File: src/sfpq_pkg.sv
// Package: shared types and constants for the servo frame parser queue.
package sfpq_pkg;

  localparam logic [7:0] SYNC_BYTE      = 8'h55;
  localparam logic [7:0] LEN_MIN_BOARD  = 8'd2;
  localparam logic [7:0] LEN_MAX_BOARD  = 8'd64;
  localparam logic [7:0] LEN_MIN_DIRECT = 8'd3;
  localparam logic [7:0] LEN_MAX_DIRECT = 8'd11;
  localparam logic [7:0] BASE_BOARD     = 8'd2;
  localparam logic [7:0] BASE_DIRECT    = 8'd3;
  localparam int unsigned MAX_PARAMS    = 8;

  localparam logic [1:0] KIND_BYTE  = 2'd0;
  localparam logic [1:0] KIND_POP   = 2'd1;
  localparam logic [1:0] KIND_CLEAR = 2'd2;

  typedef enum logic [2:0] {
    PH_HEADER  = 3'd0,
    PH_ID      = 3'd1,
    PH_LENGTH  = 3'd2,
    PH_COMMAND = 3'd3,
    PH_PARAMS  = 3'd4,
    PH_CHECK   = 3'd5
  } phase_t;

  typedef struct packed {
    logic [63:0] params;
    logic [3:0]  count;
    logic [7:0]  command;
    logic [7:0]  length;
    logic [7:0]  id;
  } entry_t;

  typedef struct packed {
    logic   en;
    entry_t entry;
  } push_t;

  typedef struct packed {
    logic pop;
    logic clear;
  } qctl_t;

endpackage

File: src/sfpq_ram.sv
// Generic single-port-write, registered-read RAM.
module sfpq_ram #(
  parameter int unsigned WIDTH = 8,
  parameter int unsigned DEPTH = 8
) (
  input  logic                                   clk,
  input  logic                                   we,
  input  logic [(DEPTH > 1 ? $clog2(DEPTH) : 1)-1:0] waddr,
  input  logic [WIDTH-1:0]                       wdata,
  input  logic                                   re,
  input  logic [(DEPTH > 1 ? $clog2(DEPTH) : 1)-1:0] raddr,
  output logic [WIDTH-1:0]                       rdata
);

  logic [WIDTH-1:0] mem [DEPTH];
  logic [WIDTH-1:0] rdata_r;

  always_ff @(posedge clk) begin
    if (we) begin
      mem[waddr] <= wdata;
    end
    if (re) begin
      rdata_r <= mem[raddr];
    end
  end

  assign rdata = rdata_r;

endmodule

File: src/sfpq_parser.sv
// Frame parser: header search, field capture, running checksum.
module sfpq_parser (
  input  logic           clk,
  input  logic           rst_n,
  input  logic           mode,
  input  logic           restart,
  input  logic           byte_en,
  input  logic [7:0]     data_byte,
  output sfpq_pkg::push_t push
);
  import sfpq_pkg::*;

  phase_t      phase_r, phase_nxt;
  logic [3:0]  idx_r, idx_nxt;
  logic [7:0]  id_r, id_nxt;
  logic [7:0]  length_r, length_nxt;
  logic [7:0]  cmd_r, cmd_nxt;
  logic [63:0] params_r, params_nxt;
  logic [7:0]  sum_r, sum_nxt;
  logic        push_en;

  logic [7:0]  ptotal;
  logic [7:0]  sum_add;
  logic        len_ok;
  logic        param_ok;
  logic        param_last;
  logic        check_ok;

  assign ptotal     = length_r - (mode ? BASE_DIRECT : BASE_BOARD);
  assign sum_add    = sum_r + data_byte;
  assign len_ok     = mode ? (data_byte >= LEN_MIN_DIRECT && data_byte <= LEN_MAX_DIRECT)
                           : (data_byte >= LEN_MIN_BOARD && data_byte <= LEN_MAX_BOARD);
  assign param_ok   = ({4'd0, idx_r} < ptotal) && (idx_r < 4'(MAX_PARAMS));
  assign param_last = (({4'd0, idx_r} + 8'd1) >= ptotal);
  assign check_ok   = (~sum_r == data_byte);

  always_comb begin
    phase_nxt = phase_r;
    idx_nxt   = idx_r;
    case (phase_r)
      PH_HEADER: begin
        if (idx_r == 4'd0) begin
          if (data_byte == SYNC_BYTE) idx_nxt = 4'd1;
        end else if (data_byte == SYNC_BYTE) begin
          idx_nxt   = 4'd0;
          phase_nxt = mode ? PH_ID : PH_LENGTH;
        end else begin
          idx_nxt = 4'd0;
        end
      end
      PH_ID: begin
        phase_nxt = PH_LENGTH;
      end
      PH_LENGTH: begin
        if (len_ok) begin
          phase_nxt = PH_COMMAND;
        end else begin
          phase_nxt = PH_HEADER;
          idx_nxt   = 4'd0;
        end
      end
      PH_COMMAND: begin
        idx_nxt = 4'd0;
        if (ptotal != 8'd0) phase_nxt = PH_PARAMS;
        else if (mode)      phase_nxt = PH_CHECK;
        else                phase_nxt = PH_HEADER;
      end
      PH_PARAMS: begin
        if (param_ok) begin
          idx_nxt = idx_r + 4'd1;
          if (param_last) begin
            phase_nxt = mode ? PH_CHECK : PH_HEADER;
            idx_nxt   = 4'd0;
          end
        end else begin
          phase_nxt = PH_HEADER;
          idx_nxt   = 4'd0;
        end
      end
      PH_CHECK: begin
        phase_nxt = PH_HEADER;
        idx_nxt   = 4'd0;
      end
      default: begin
        phase_nxt = PH_HEADER;
        idx_nxt   = 4'd0;
      end
    endcase
  end

  always_comb begin
    id_nxt     = id_r;
    length_nxt = length_r;
    cmd_nxt    = cmd_r;
    params_nxt = params_r;
    sum_nxt    = sum_r;
    push_en    = 1'b0;
    case (phase_r)
      PH_HEADER: begin
        if (idx_r != 4'd0 && data_byte == SYNC_BYTE) begin
          id_nxt     = 8'd0;
          length_nxt = 8'd0;
          cmd_nxt    = 8'd0;
          params_nxt = 64'd0;
          sum_nxt    = 8'd0;
        end
      end
      PH_ID: begin
        id_nxt  = data_byte;
        sum_nxt = sum_add;
      end
      PH_LENGTH: begin
        length_nxt = data_byte;
        sum_nxt    = sum_add;
      end
      PH_COMMAND: begin
        cmd_nxt = data_byte;
        sum_nxt = sum_add;
        push_en = (ptotal == 8'd0) && !mode;
      end
      PH_PARAMS: begin
        if (param_ok) begin
          params_nxt = params_r | (64'(data_byte) << {idx_r[2:0], 3'b000});
          sum_nxt    = sum_add;
          push_en    = param_last && !mode;
        end
      end
      PH_CHECK: begin
        push_en = check_ok;
      end
      default: begin
        push_en = 1'b0;
      end
    endcase
  end

  always_ff @(posedge clk) begin
    if (!rst_n || restart) begin
      phase_r  <= PH_HEADER;
      idx_r    <= 4'd0;
      id_r     <= 8'd0;
      length_r <= 8'd0;
      cmd_r    <= 8'd0;
      params_r <= 64'd0;
      sum_r    <= 8'd0;
    end else if (byte_en) begin
      phase_r  <= phase_nxt;
      idx_r    <= idx_nxt;
      id_r     <= id_nxt;
      length_r <= length_nxt;
      cmd_r    <= cmd_nxt;
      params_r <= params_nxt;
      sum_r    <= sum_nxt;
    end
  end

  always_comb begin
    push.en           = byte_en && push_en;
    push.entry.id     = id_nxt;
    push.entry.length = length_nxt;
    push.entry.command = cmd_nxt;
    push.entry.count  = ptotal[3:0];
    push.entry.params = params_nxt;
  end

endmodule

File: src/sfpq_queue.sv
// Packet FIFO: pointers, entry RAM and the pop result register.
module sfpq_queue #(
  parameter int unsigned QUEUE_DEPTH = 8
) (
  input  logic             clk,
  input  logic             rst_n,
  input  logic             restart,
  input  sfpq_pkg::push_t  push,
  input  sfpq_pkg::qctl_t  ctl,
  output logic             pop_ready,
  output logic             out_valid,
  input  logic             out_ready,
  output logic             out_packet_valid,
  output logic [7:0]       out_servo_id,
  output logic [7:0]       out_frame_length,
  output logic [7:0]       out_command,
  output logic [3:0]       out_param_count,
  output logic [63:0]      out_param_bytes,
  output logic [3:0]       out_packets_left
);
  import sfpq_pkg::*;

  localparam int unsigned AW = (QUEUE_DEPTH > 1) ? $clog2(QUEUE_DEPTH) : 1;
  localparam int unsigned CW = $clog2(QUEUE_DEPTH + 1);
  localparam int unsigned LW = (CW > 4) ? CW : 4;
  localparam logic [AW-1:0] LAST = AW'(QUEUE_DEPTH - 1);
  localparam logic [CW-1:0] FULL = CW'(QUEUE_DEPTH);

  logic [AW-1:0] head_r, head_nxt;
  logic [AW-1:0] tail_r, tail_nxt;
  logic [CW-1:0] count_r, count_nxt;
  logic          o_v_r;
  logic          o_pkt_r;
  logic [3:0]    o_left_r;

  logic          do_push;
  logic          do_read;
  logic [CW-1:0] left_w;
  logic [LW-1:0] left_ext;
  entry_t        rd_entry;
  logic [$bits(entry_t)-1:0] rd_bits;

  assign do_push  = push.en && (count_r != FULL);
  assign do_read  = ctl.pop && (count_r != '0);
  assign left_w   = count_r - CW'(1);
  assign left_ext = LW'(left_w);
  assign pop_ready = !o_v_r || out_ready;

  always_comb begin
    head_nxt  = head_r;
    tail_nxt  = tail_r;
    count_nxt = count_r;
    if (ctl.clear) begin
      head_nxt  = '0;
      tail_nxt  = '0;
      count_nxt = '0;
    end else if (do_push) begin
      head_nxt  = (head_r == LAST) ? '0 : head_r + AW'(1);
      count_nxt = count_r + CW'(1);
    end else if (do_read) begin
      tail_nxt  = (tail_r == LAST) ? '0 : tail_r + AW'(1);
      count_nxt = left_w;
    end
  end

  always_ff @(posedge clk) begin
    if (!rst_n || restart) begin
      head_r  <= '0;
      tail_r  <= '0;
      count_r <= '0;
    end else begin
      head_r  <= head_nxt;
      tail_r  <= tail_nxt;
      count_r <= count_nxt;
    end
  end

  always_ff @(posedge clk) begin
    if (!rst_n) begin
      o_v_r <= 1'b0;
    end else if (ctl.pop) begin
      o_v_r <= 1'b1;
    end else if (out_ready) begin
      o_v_r <= 1'b0;
    end
  end

  always_ff @(posedge clk) begin
    if (ctl.pop) begin
      o_pkt_r  <= do_read;
      o_left_r <= do_read ? left_ext[3:0] : 4'd0;
    end
  end

  sfpq_ram #(
    .WIDTH ($bits(entry_t)),
    .DEPTH (QUEUE_DEPTH)
  ) u_ram (
    .clk   (clk),
    .we    (do_push && !ctl.clear),
    .waddr (head_r),
    .wdata (push.entry),
    .re    (do_read),
    .raddr (tail_r),
    .rdata (rd_bits)
  );

  assign rd_entry = o_pkt_r ? entry_t'(rd_bits) : '0;

  assign out_valid        = o_v_r;
  assign out_packet_valid = o_pkt_r;
  assign out_servo_id     = rd_entry.id;
  assign out_frame_length = rd_entry.length;
  assign out_command      = rd_entry.command;
  assign out_param_count  = rd_entry.count;
  assign out_param_bytes  = rd_entry.params;
  assign out_packets_left = o_left_r;

endmodule

File: src/servo_frame_parser_queue_core.sv
// Top level: input register, frame parser and packet FIFO with pop result register.
//
//   channel  | ports                               | handshake
//   ---------+-------------------------------------+------------------------
//   input    | in_kind, in_data_byte               | in_valid / in_ready
//   result   | out_packet_valid .. out_packets_left| out_valid / out_ready
//   config   | cfg_wdata (frame_mode)              | cfg_we, no wait
//
// One beat per cycle while in_ready is high. A beat is held in the input
// register, where it is parsed or applied to the FIFO; a pop result appears
// in the following cycle from the RAM read register. Only a pop waiting on a
// stalled result holds the input register and drops in_ready. Reset is
// synchronous and needs no clearing pass; unpopped FIFO entries are never read.
module servo_frame_parser_queue_core #(
  parameter int unsigned QUEUE_DEPTH = 8
) (
  input  logic        clk,
  input  logic        rst_n,
  input  logic        cfg_we,
  input  logic        cfg_wdata,
  input  logic        in_valid,
  output logic        in_ready,
  input  logic [1:0]  in_kind,
  input  logic [7:0]  in_data_byte,
  output logic        out_valid,
  input  logic        out_ready,
  output logic        out_packet_valid,
  output logic [7:0]  out_servo_id,
  output logic [7:0]  out_frame_length,
  output logic [7:0]  out_command,
  output logic [3:0]  out_param_count,
  output logic [63:0] out_param_bytes,
  output logic [3:0]  out_packets_left
);
  import sfpq_pkg::*;

  logic       mode_r;
  logic       s1_v_r;
  logic [1:0] s1_kind_r;
  logic [7:0] s1_byte_r;
  logic       s1_adv;
  logic       pop_ready;
  push_t      push;
  qctl_t      qctl;

  always_ff @(posedge clk) begin
    if (!rst_n) begin
      mode_r <= 1'b0;
    end else if (cfg_we) begin
      mode_r <= cfg_wdata;
    end
  end

  assign s1_adv   = s1_v_r && (s1_kind_r != KIND_POP || pop_ready);
  assign in_ready = !s1_v_r || s1_adv;

  always_ff @(posedge clk) begin
    if (!rst_n) begin
      s1_v_r <= 1'b0;
    end else if (in_valid && in_ready) begin
      s1_v_r <= 1'b1;
    end else if (s1_adv) begin
      s1_v_r <= 1'b0;
    end
  end

  always_ff @(posedge clk) begin
    if (in_valid && in_ready) begin
      s1_kind_r <= in_kind;
      s1_byte_r <= in_data_byte;
    end
  end

  always_comb begin
    qctl.pop   = s1_adv && (s1_kind_r == KIND_POP);
    qctl.clear = (s1_v_r && (s1_kind_r == KIND_CLEAR)) || cfg_we;
  end

  sfpq_parser u_parser (
    .clk       (clk),
    .rst_n     (rst_n),
    .mode      (mode_r),
    .restart   (cfg_we),
    .byte_en   (s1_v_r && (s1_kind_r == KIND_BYTE)),
    .data_byte (s1_byte_r),
    .push      (push)
  );

  sfpq_queue #(
    .QUEUE_DEPTH (QUEUE_DEPTH)
  ) u_queue (
    .clk              (clk),
    .rst_n            (rst_n),
    .restart          (cfg_we),
    .push             (push),
    .ctl              (qctl),
    .pop_ready        (pop_ready),
    .out_valid        (out_valid),
    .out_ready        (out_ready),
    .out_packet_valid (out_packet_valid),
    .out_servo_id     (out_servo_id),
    .out_frame_length (out_frame_length),
    .out_command      (out_command),
    .out_param_count  (out_param_count),
    .out_param_bytes  (out_param_bytes),
    .out_packets_left (out_packets_left)
  );

  a_stall_only_on_pop: assert property (@(posedge clk) disable iff (!rst_n)
    !in_ready |-> s1_v_r && s1_kind_r == KIND_POP && out_valid && !out_ready)
    else $error("input stalled without a blocked pop");

  a_empty_pop_zero: assert property (@(posedge clk) disable iff (!rst_n)
    out_valid && !out_packet_valid |->
      out_servo_id == 8'd0 && out_command == 8'd0 && out_param_bytes == 64'd0 &&
      out_packets_left == 4'd0)
    else $error("empty pop carries data");

  a_param_bound: assert property (@(posedge clk) disable iff (!rst_n)
    out_valid && out_packet_valid |-> out_param_count <= 4'(MAX_PARAMS))
    else $error("packet with too many parameters");

  a_pop_result: assert property (@(posedge clk) disable iff (!rst_n)
    s1_v_r && s1_kind_r == KIND_POP && pop_ready && !cfg_we |=> out_valid)
    else $error("pop gave no result");

endmodule
File: config.mk
export PLATFORM = sky130hd
export DESIGN_NAME = servo_frame_parser_queue_core
export DESIGN_NICKNAME = d
export VERILOG_FILES = /design/src/sfpq_pkg.sv /design/src/sfpq_ram.sv /design/src/sfpq_parser.sv /design/src/sfpq_queue.sv /design/src/servo_frame_parser_queue_core.sv
export SDC_FILE = /design/constraint.sdc
export NUM_CORES = 1
export LEC_CHECK = 0
export BUFFER_PORTS_ARGS = -buffer_cell sky130_fd_sc_hd__buf_4
export CAP_MARGIN = 30
export CORE_AREA = 2 2 401 323
export DETAILED_ROUTE_END_ITERATION = 7
export DIE_AREA = 0 0 403 325
export GPL_TIMING_DRIVEN = 0
export PLACE_DENSITY_LB_ADDON = 0.05
export SYNTH_ARGS = -nofsm -noshare
export SYNTH_HDL_FRONTEND = slang
export SYNTH_SLANG_ARGS = --single-unit
File: constraint.sdc
create_clock -name clk -period 11.75 [get_ports clk]
set_input_delay 1.175 -clock clk [delete_from_list [all_inputs] [get_ports clk]]
set_output_delay 1.175 -clock clk [all_outputs]
set_load 0.02 [all_outputs]
Yosys cells after proc, flatten, opt, wreduce, memory -nomap -nowiden:

Memories as Yosys holds them, arrays and structs flattened. A register that Yosys moved wholly into a read port is not among the register bits.
Index checks and enable logic that the tools add are counted.

* memories: 1
* bits in read-only memories: 0
* word-level logic and storage cells: 142
* latch bits: 0
* register bits: 131
* memory bits (writable): 736

* bitwise operators: 4
* multiply operators: 0
* shift-type cells: 1
* muxes and demuxes: 42
* div/mod/pow operators: 0
* reduce and logical (&&, ||, !) cells: 42
* equality and inequality tests: 20
* $add $sub $neg: 8
* magnitude comparators: 7

Memory list
* u_queue.u_ram.mem: depth 8, bits a word 92, read ports 1, clocked after memory_dff 1, wr ports 1, line sfpq_ram.sv:15 `logic [WIDTH-1:0] mem [DEPTH];`

Operators with widths (number)
* two-way mux 64 bit: 2
* one-hot mux 64 bit (2 select lines): 1
* two-way mux 92 bit: 1
* OR 64 bit: 1
* left shift 8 x 6 -> 64 bit: 1
* one-hot mux 8 bit (2 select lines): 3
* two-way mux 8 bit: 5
* two-way mux 4 bit: 7
* two-way mux 3 bit: 8
* one-hot mux 8 bit (3 select lines): 1
* >= comparator 8 x 2 -> 1 bit, second input constant: 2
* one-hot mux 4 bit (4 select lines): 1
* logical AND 1 bit: 15
* one-hot mux 3 bit (5 select lines): 1
* == test 3 bit, second input constant: 4
* AND reduction 4 bit: 3
* two-way mux 1 bit: 9
* adder 4 x 1 -> 4 bit, second input constant: 2
* adder 8 bit: 1
* == test 8 x 7 -> 1 bit, second input constant: 1
* == test 8 bit: 1
* >= comparator 8 bit: 1
* <= comparator 8 x 4 -> 1 bit, second input constant: 1
* <= comparator 8 x 7 -> 1 bit, second input constant: 1
* other kinds (31): 51

Depth between registers and ports, before layout:

* depth in word-level cells: 11
* mapped depth: 14
* depth with buffers taken out: 14

Hierarchy:

A second synthesis with hierarchy kept.

* cells, all modules: 2027
* area total of the unflattened synthesis: 37965.2 um^2

Modules (own cells, without submodules)
* sfpq_ram: cells an instance 1168, instances 1, area each 30434.2 um^2
* sfpq_parser: cells an instance 652, instances 1, area each 5659.2 um^2
* sfpq_queue: cells an instance 185, instances 1, area each 1451.4 um^2
* servo_frame_parser_queue_core: cells an instance 22, instances 1, area each 420.4 um^2

Worst setup path after synthesis:

OpenSTA, ideal clock, no wires.

* path kind: reg-to-reg
* start: register u_parser.length_r[0]
* end: memory u_queue.u_ram.mem[4][0] in the netlist's numbering (enable)
* library setup time: 0.674 ns
* arrival: 9.445 ns
* stages on the path, launching flop included: 15
* path slack: 1.631 ns
* period minus slack after synthesis: 10.119 ns
* path through: dfxtp_1 inv_1 ha_1 nor2b_1 clkbuf_1 nor2_1 xnor2_1 ha_1 or2_2 nor2_1 a2111oi_0 nand2_1 o31ai_1 a21oi_2 nor3b_1

* word-level cells in the longest chain between the ends: 10
* elaborated cells between the ends (all ways): 14

RTL lines
* start, declared: line sfpq_parser.sv:16 `logic [7:0] length_r, length_nxt;`
* start signal, assigned: line sfpq_parser.sv:150 `length_r <= length_nxt;`
* subtractor 8 bit *: line sfpq_parser.sv:29 `assign ptotal = length_r - (mode ? BASE_DIRECT : BASE_BOARD);`
* >= comparator 8 bit or < comparator 4 x 8 -> 1 bit (tied branches): line sfpq_parser.sv:34, sfpq_parser.sv:33
* logical AND 1 bit (on tied branches): line sfpq_parser.sv:125, sfpq_parser.sv:33
* two-way mux 1 bit: line sfpq_parser.sv:122 `if (param_ok) begin`
* one-hot mux 1 bit (3 select lines) *: line sfpq_parser.sv:98 `case (phase_r)`
* logical AND 1 bit *: line sfpq_parser.sv:158 `push.en = byte_en && push_en;`
* logical AND 1 bit *: line sfpq_queue.sv:43 `assign do_push = push.en && (count_r != FULL);`
* logical AND 1 bit *: line sfpq_queue.sv:100 `.we (do_push && !ctl.clear),`
* two-way mux 1 bit *: line sfpq_ram.sv:19 `if (we) begin`
* two-way mux 1 bit (not written as such) *: line sfpq_ram.sv:20 `mem[waddr] <= wdata;`
* end, declared: line sfpq_ram.sv:15

Every way passes the cells marked *; elsewhere a longest branch is shown, timed or not.

Final worst setup path:

* start: register u_parser.length_r[0]
* end: memory u_queue.u_ram.mem[5][28] in the netlist's numbering (enable)

Same word-level chain as after synthesis.

==> results.md <==
- The count of buffers added by post-CTS timing repair for setup is 0.
- The total count of hold-check failures in the final report was 0.
- The share of async-settable or async-resettable flops after synthesis is 0%.
- The clock root buffer master is sky130_fd_sc_hd__clkbuf_16.
- The number of H-tree levels is 3.
- The switching power share of the total is 20.19%.
- The number of antenna violations at the first check in global routing is 2.
- Dividing the final minimum period by the clock period gives 47.75%.
- The synthesized design contains 959 register bits.
- The portion of synthesized cell area occupied by the leading cell type is 66.85%.
- The number of buffers added by the clock tree synthesis step is 105.
- The number of cells on the worst reg-to-reg path is 20.
- The multiplexer share of the synthesized area is 13.78%.
- Setup repair after global routing left no endpoint under its margin.
- The total I/O pin count is 115.
- The number of remaining DRC errors is 0.
- The detailed-routing iteration count for the pre-antenna-repair pass is 6.
- The maximum ir drop on the vdd rail is 0.0001164 V.
- On the final layout, the worst clock skew is 0.02155 ns.
- Along the worst path, the maximum fanout reaches 9.
- In the final routed layout, each cell accounts on average for 26.00 um.
- The maximum frequency from static timing analysis is 0.1782 GHz.
- STA classifies the critical path startpoint as a flip-flop.
- The critical path crosses 20 cells after its start point.
- The post-synthesis share of cell area spent on full adders, half adders and majority gates is 0.9119%.
- The number of buffers and inverters on the critical path is 8.
- The count of buffers from port buffering is 114.
- Clock tree synthesis found a total of 959 sinks.
- The Yosys warning count is 0.
- The worst setup path category is flip-flop to flip-flop.
- The flow ran to the end, and the final reports show no timing, DRC or antenna violations.
- Once routing completed, OpenROAD measured the worst setup slack at 6.140 ns.
- The critical path goes through inv_1 -> ha_1 -> nor2b_1 -> clkbuf_1 -> nor2_1 -> xnor2_1 -> ha_1 -> or2_2 -> nor2_1 -> a2111oi_0 -> dlymetal6s2s_1 -> nand2_1 -> o31ai_1 -> a21oi_2 -> nor3b_2 -> buf_6 -> buf_6 -> buf_6 -> buf_6 -> buf_6.
- Dividing total power by cell area gives a power density of 152.5 nW/um2.
- The worst pin sits at a relative slew slack of 24.01%.
- The final max-slew violation count is 0.
- For this design, the CTS-stage hold fixing added 0 buffers.
- The via count of the first global-routing pass is 21167.
- Max-cap violations in this run came to 0.
- The number of antenna diodes in the final layout is 0.
- The floorplan row count is 117.
- In this run the standard cell core region covers 126800 um2.
- The power dissipated by switching net loads is 1.421 mW.
- The area enclosed by the die boundary is 131000 um2.
- The delay of the slowest cell on the worst path is 0.75 ns.
- The net count reported at finish is 2436.
- After synthesis, the largest family of logic cells by area is multiplexers.
- The sequential share of power is 52.0%.
- The worst path needs 5.610 ns of the cycle, external delays included.
- The internal power is 5.614 mW.
- The worst endpoint data arrival time is 6.00 ns.
- The slowest stage of the critical path belongs to the cell sky130_fd_sc_hd__nor3b_2.
- The die extent in y is 325 um.
- The synthesized area divided by synthesized cell count is 18.68 um2.
- By area the synthesized netlist is led by sky130_fd_sc_hd__edfxtp_1 (67%), sky130_fd_sc_hd__mux4_2 (11%), sky130_fd_sc_hd__dfxtp_1 (6.1%).
- The required time at the endpoint of the critical path is 12.14 ns.
- The largest net degree at the start of global routing is 64.
- The prevailing post-synth register cell is sky130_fd_sc_hd__edfxtp_1.
- In this run the worst hold path is classified as flip-flop to flip-flop.
- In this run the cell area of the synthesized design comes to 37870 um2.
- The first global-routing pass estimated 154.4 mm of wire.
- The cell occurring most often along the worst timing path is sky130_fd_sc_hd__buf_6.
- Total power for the finished layout comes to 7.034 mW.
- The setup violation total in the final timing report is 0.
- The number of placed instances, taps included, is 3951.
- Wires add up to 107.8 mm.
- In the final layout, the share of cells above drive strength 1 is 29.19%.
- Summed over all nets, the half-perimeter wirelength after detailed placement is 75.74 mm.
- The routed via count divided by cell count is 4.939.
- From synthesis to final layout, the design area changed by 21.77%.
- The post-synthesis compound-gate area fraction is 5.409%.
- The congestion estimate from routability-driven global placement came to 0.7916.
- The cell type with the largest total area after synthesis is sky130_fd_sc_hd__edfxtp_1.
- Of the total synthesized cell area, the portion taken by XOR and XNOR cells is 0.3238%.
- Synthesis produced a netlist whose cell count is 2027.
- The nature of the critical path endpoint is a flip-flop.
- In this run, the number of DRC markers left after iteration 0 of detailed routing was 1656.
- For the worst-skew pair, the clock arrives at the later sink with an insertion delay of 0.71 ns.
- Summing all placed instances gives a cell area of 42670 um2.
- Synthesis instantiated 74 different standard cells from the library.
- The number of stages on the worst hold path is 2.
- The total grt overflow is 0.
- The pre-CTS setup slack is 5.524 ns.
- In this run, synthesis inferred 843 flip-flops with an integrated enable.
- Counting the fill cells in the layout gives 11850.
- The number of vias in the routed layout is 20478.
- The horizontal die dimension is 403 um.
- The maximum count of clock buffers along a single path is 3.
- When the netlist entered floorplanning its net count stood at 2070.
- The family with the most delay on the worst path is buffers and inverters.
- The simple logic cell fraction of the synthesized area is 5.075%.
- The critical register-to-register path endpoint is u_queue.u_ram.mem[5][28].
- At the pin with the least slew margin, the transition time is 1.137 ns.
- The leakage power total is 15.76 nW.
- The initial standard-cell utilization of the core is 29.87%.
- The TritonCTS clock tree is yes.
- For this run, the total global-route usage over all layers was measured as 16.37%.
- The internal reg-to-reg setup slack is 6.14 ns.
- The clock transition time at the flip-flop clock pins of the worst setup and hold paths is 0.06 ns.
- The post-cts repair resize count is 0.
- The worst register-to-register path begins at u_parser.length_r[0].
- In this run, the combinational gates consume 0.9% of the power.
- In this run, the clock network consumes 47.0% of the power.
- For this run, the number of standard cells in the final layout without fillers is 4146.
- The sequential-to-total area share from yosys stat is 72.98%.
- The count of antenna-violating nets left after detailed routing is 0.
- In this run the most critical hold path is launched from u_parser.cmd_r[0].
- The worst hold slack after final layout is 0.4557 ns.
- With fillers left out, the area of the finished cells amounts to 46110 um2.
- The terminating pin of the worst hold path is u_parser.cmd_r[0].
worst max path at each step:
stage,start,to,slack [ns]
after floorplan,u_parser.length_r[0],u_queue.u_ram.mem[4][0],1.63
after global placement,mode_r,u_queue.u_ram.mem[5][56],-9.71
after detailed placement,mode_r,u_queue.u_ram.mem[5][29],5.52
after CTS,mode_r,u_queue.u_ram.mem[5][28],5.51
after global routing,u_parser.length_r[0],u_queue.u_ram.mem[5][28],5.66
final,u_parser.length_r[0],u_queue.u_ram.mem[5][28],6.14
area by class of cell:
| type | instances | area, um2 | share of cell area (%) |
|---|---|---|---|
| sequential | 959 | 27640 | 59.93 |
| multi-input combinational | 918 | 9698 | 21.03 |
| clock buffer | 141 | 2855 | 6.192 |
| timing repair buffer | 259 | 2684 | 5.820 |
| tap | 1666 | 2085 | 4.520 |
| clock inverter | 53 | 573.1 | 1.243 |
| buffer | 131 | 505.5 | 1.096 |
| inverter | 19 | 76.32 | 0.1655 |
per-layer routing:
metal	wire length (um)	GRT usage [%]
met4	2018	3.574
met1	52540	24.20
met2	48820	25.26
met5	0	0
met3	4407	2.679
metrics by stage:
| step | TNS, ns | utilization [%] |
|---|---|---|
| floorplan | 0 | - |
| global placement | -6468.02 | 32.19 |
| detailed placement | 0 | 33.66 |
| CTS | 0 | 36.36 |
| global route | 0 | 36.37 |
| finish | 0 | 36.37 |
sequential cells by signal, indices dropped and copies added (netlist names):
name                      cells
u_queue.u_ram.mem           736
u_queue.out_packets_left      4
u_queue.out_packet_valid      1
u_queue.count_r               4
u_queue.u_ram.rdata          92
u_parser.cmd_r                8
u_parser.phase_r              3
u_queue.out_valid             1
u_queue.head_r                3
u_queue.tail_r                3
u_parser.id_r                 8
u_parser.params_r            64
s1_byte_r                     8
u_parser.idx_r                4
mode_r                        1
s1_kind_r                     2
u_parser.sum_r                8
s1_v_r                        1
u_parser.length_r             8
power groups by stage:
stage | logic [mW] | registers [mW] | clock network (mW)
after floorplan | 0.0299 | 3.73 | 0
after global placement | 0.0639 | 3.73 | 0
after detailed placement | 0.0653 | 3.73 | 0
after CTS | 0.0655 | 3.66 | 3.41
after global routing | 0.0691 | 3.66 | 3.54
final | 0.0653 | 3.66 | 3.31
placed cells by master, fill, tap and decap left out, drive strengths merged, types with 13 or more instances in the layout:
cell	instances
a21oi	43
a22o	106
a22oi	22
a32o	26
and2	98
buf	290
clkbuf	240
clkinv	36
dfxtp	116
edfxtp	843
ha	26
inv	22
mux2	92
mux4	184
nand2	65
nand3	29
nor2	55
nor3	19
o21ai	13
worst min-delay path, stage by stage, from the launching register on:
cell	delay, ns
sky130_fd_sc_hd__dfxtp_1	0.31
sky130_fd_sc_hd__nand2_1	0.05
sky130_fd_sc_hd__a21oi_1	0.05
Yosys cell counts, drive strengths merged, types with 3 or more instances:
library cell and count:
edfxtp 843, mux4 184, dfxtp 116, a22o 106, clkbuf 99, and2 98, mux2 92, nand2 65
nor2 55, a21oi 43, buf 32, nand3 29, a32o 26, ha 26, a22oi 22, inv 19
nor3 19, o21ai 13, nor4 11, nor3b 10, or3 10, xnor2 10, nand4 7, nor2b 7
nand2b 6, nand4b 6, nand3b 5, o31ai 5, a21o 4, mux2i 4, o21bai 4, o22ai 4
o311ai 4, o41ai 4, xor2 4, a21boi 3, a32oi 3, o211ai 3, o21a 3, or4 3
cells by family after synthesis:
family	after synthesis
simple gates	341
buf+inv	150
xor+xnor	14
fa+ha+maj	27
flops	959
mux	280
compound gates	256
Note: power is estimated with default switching activity, not from simulation.
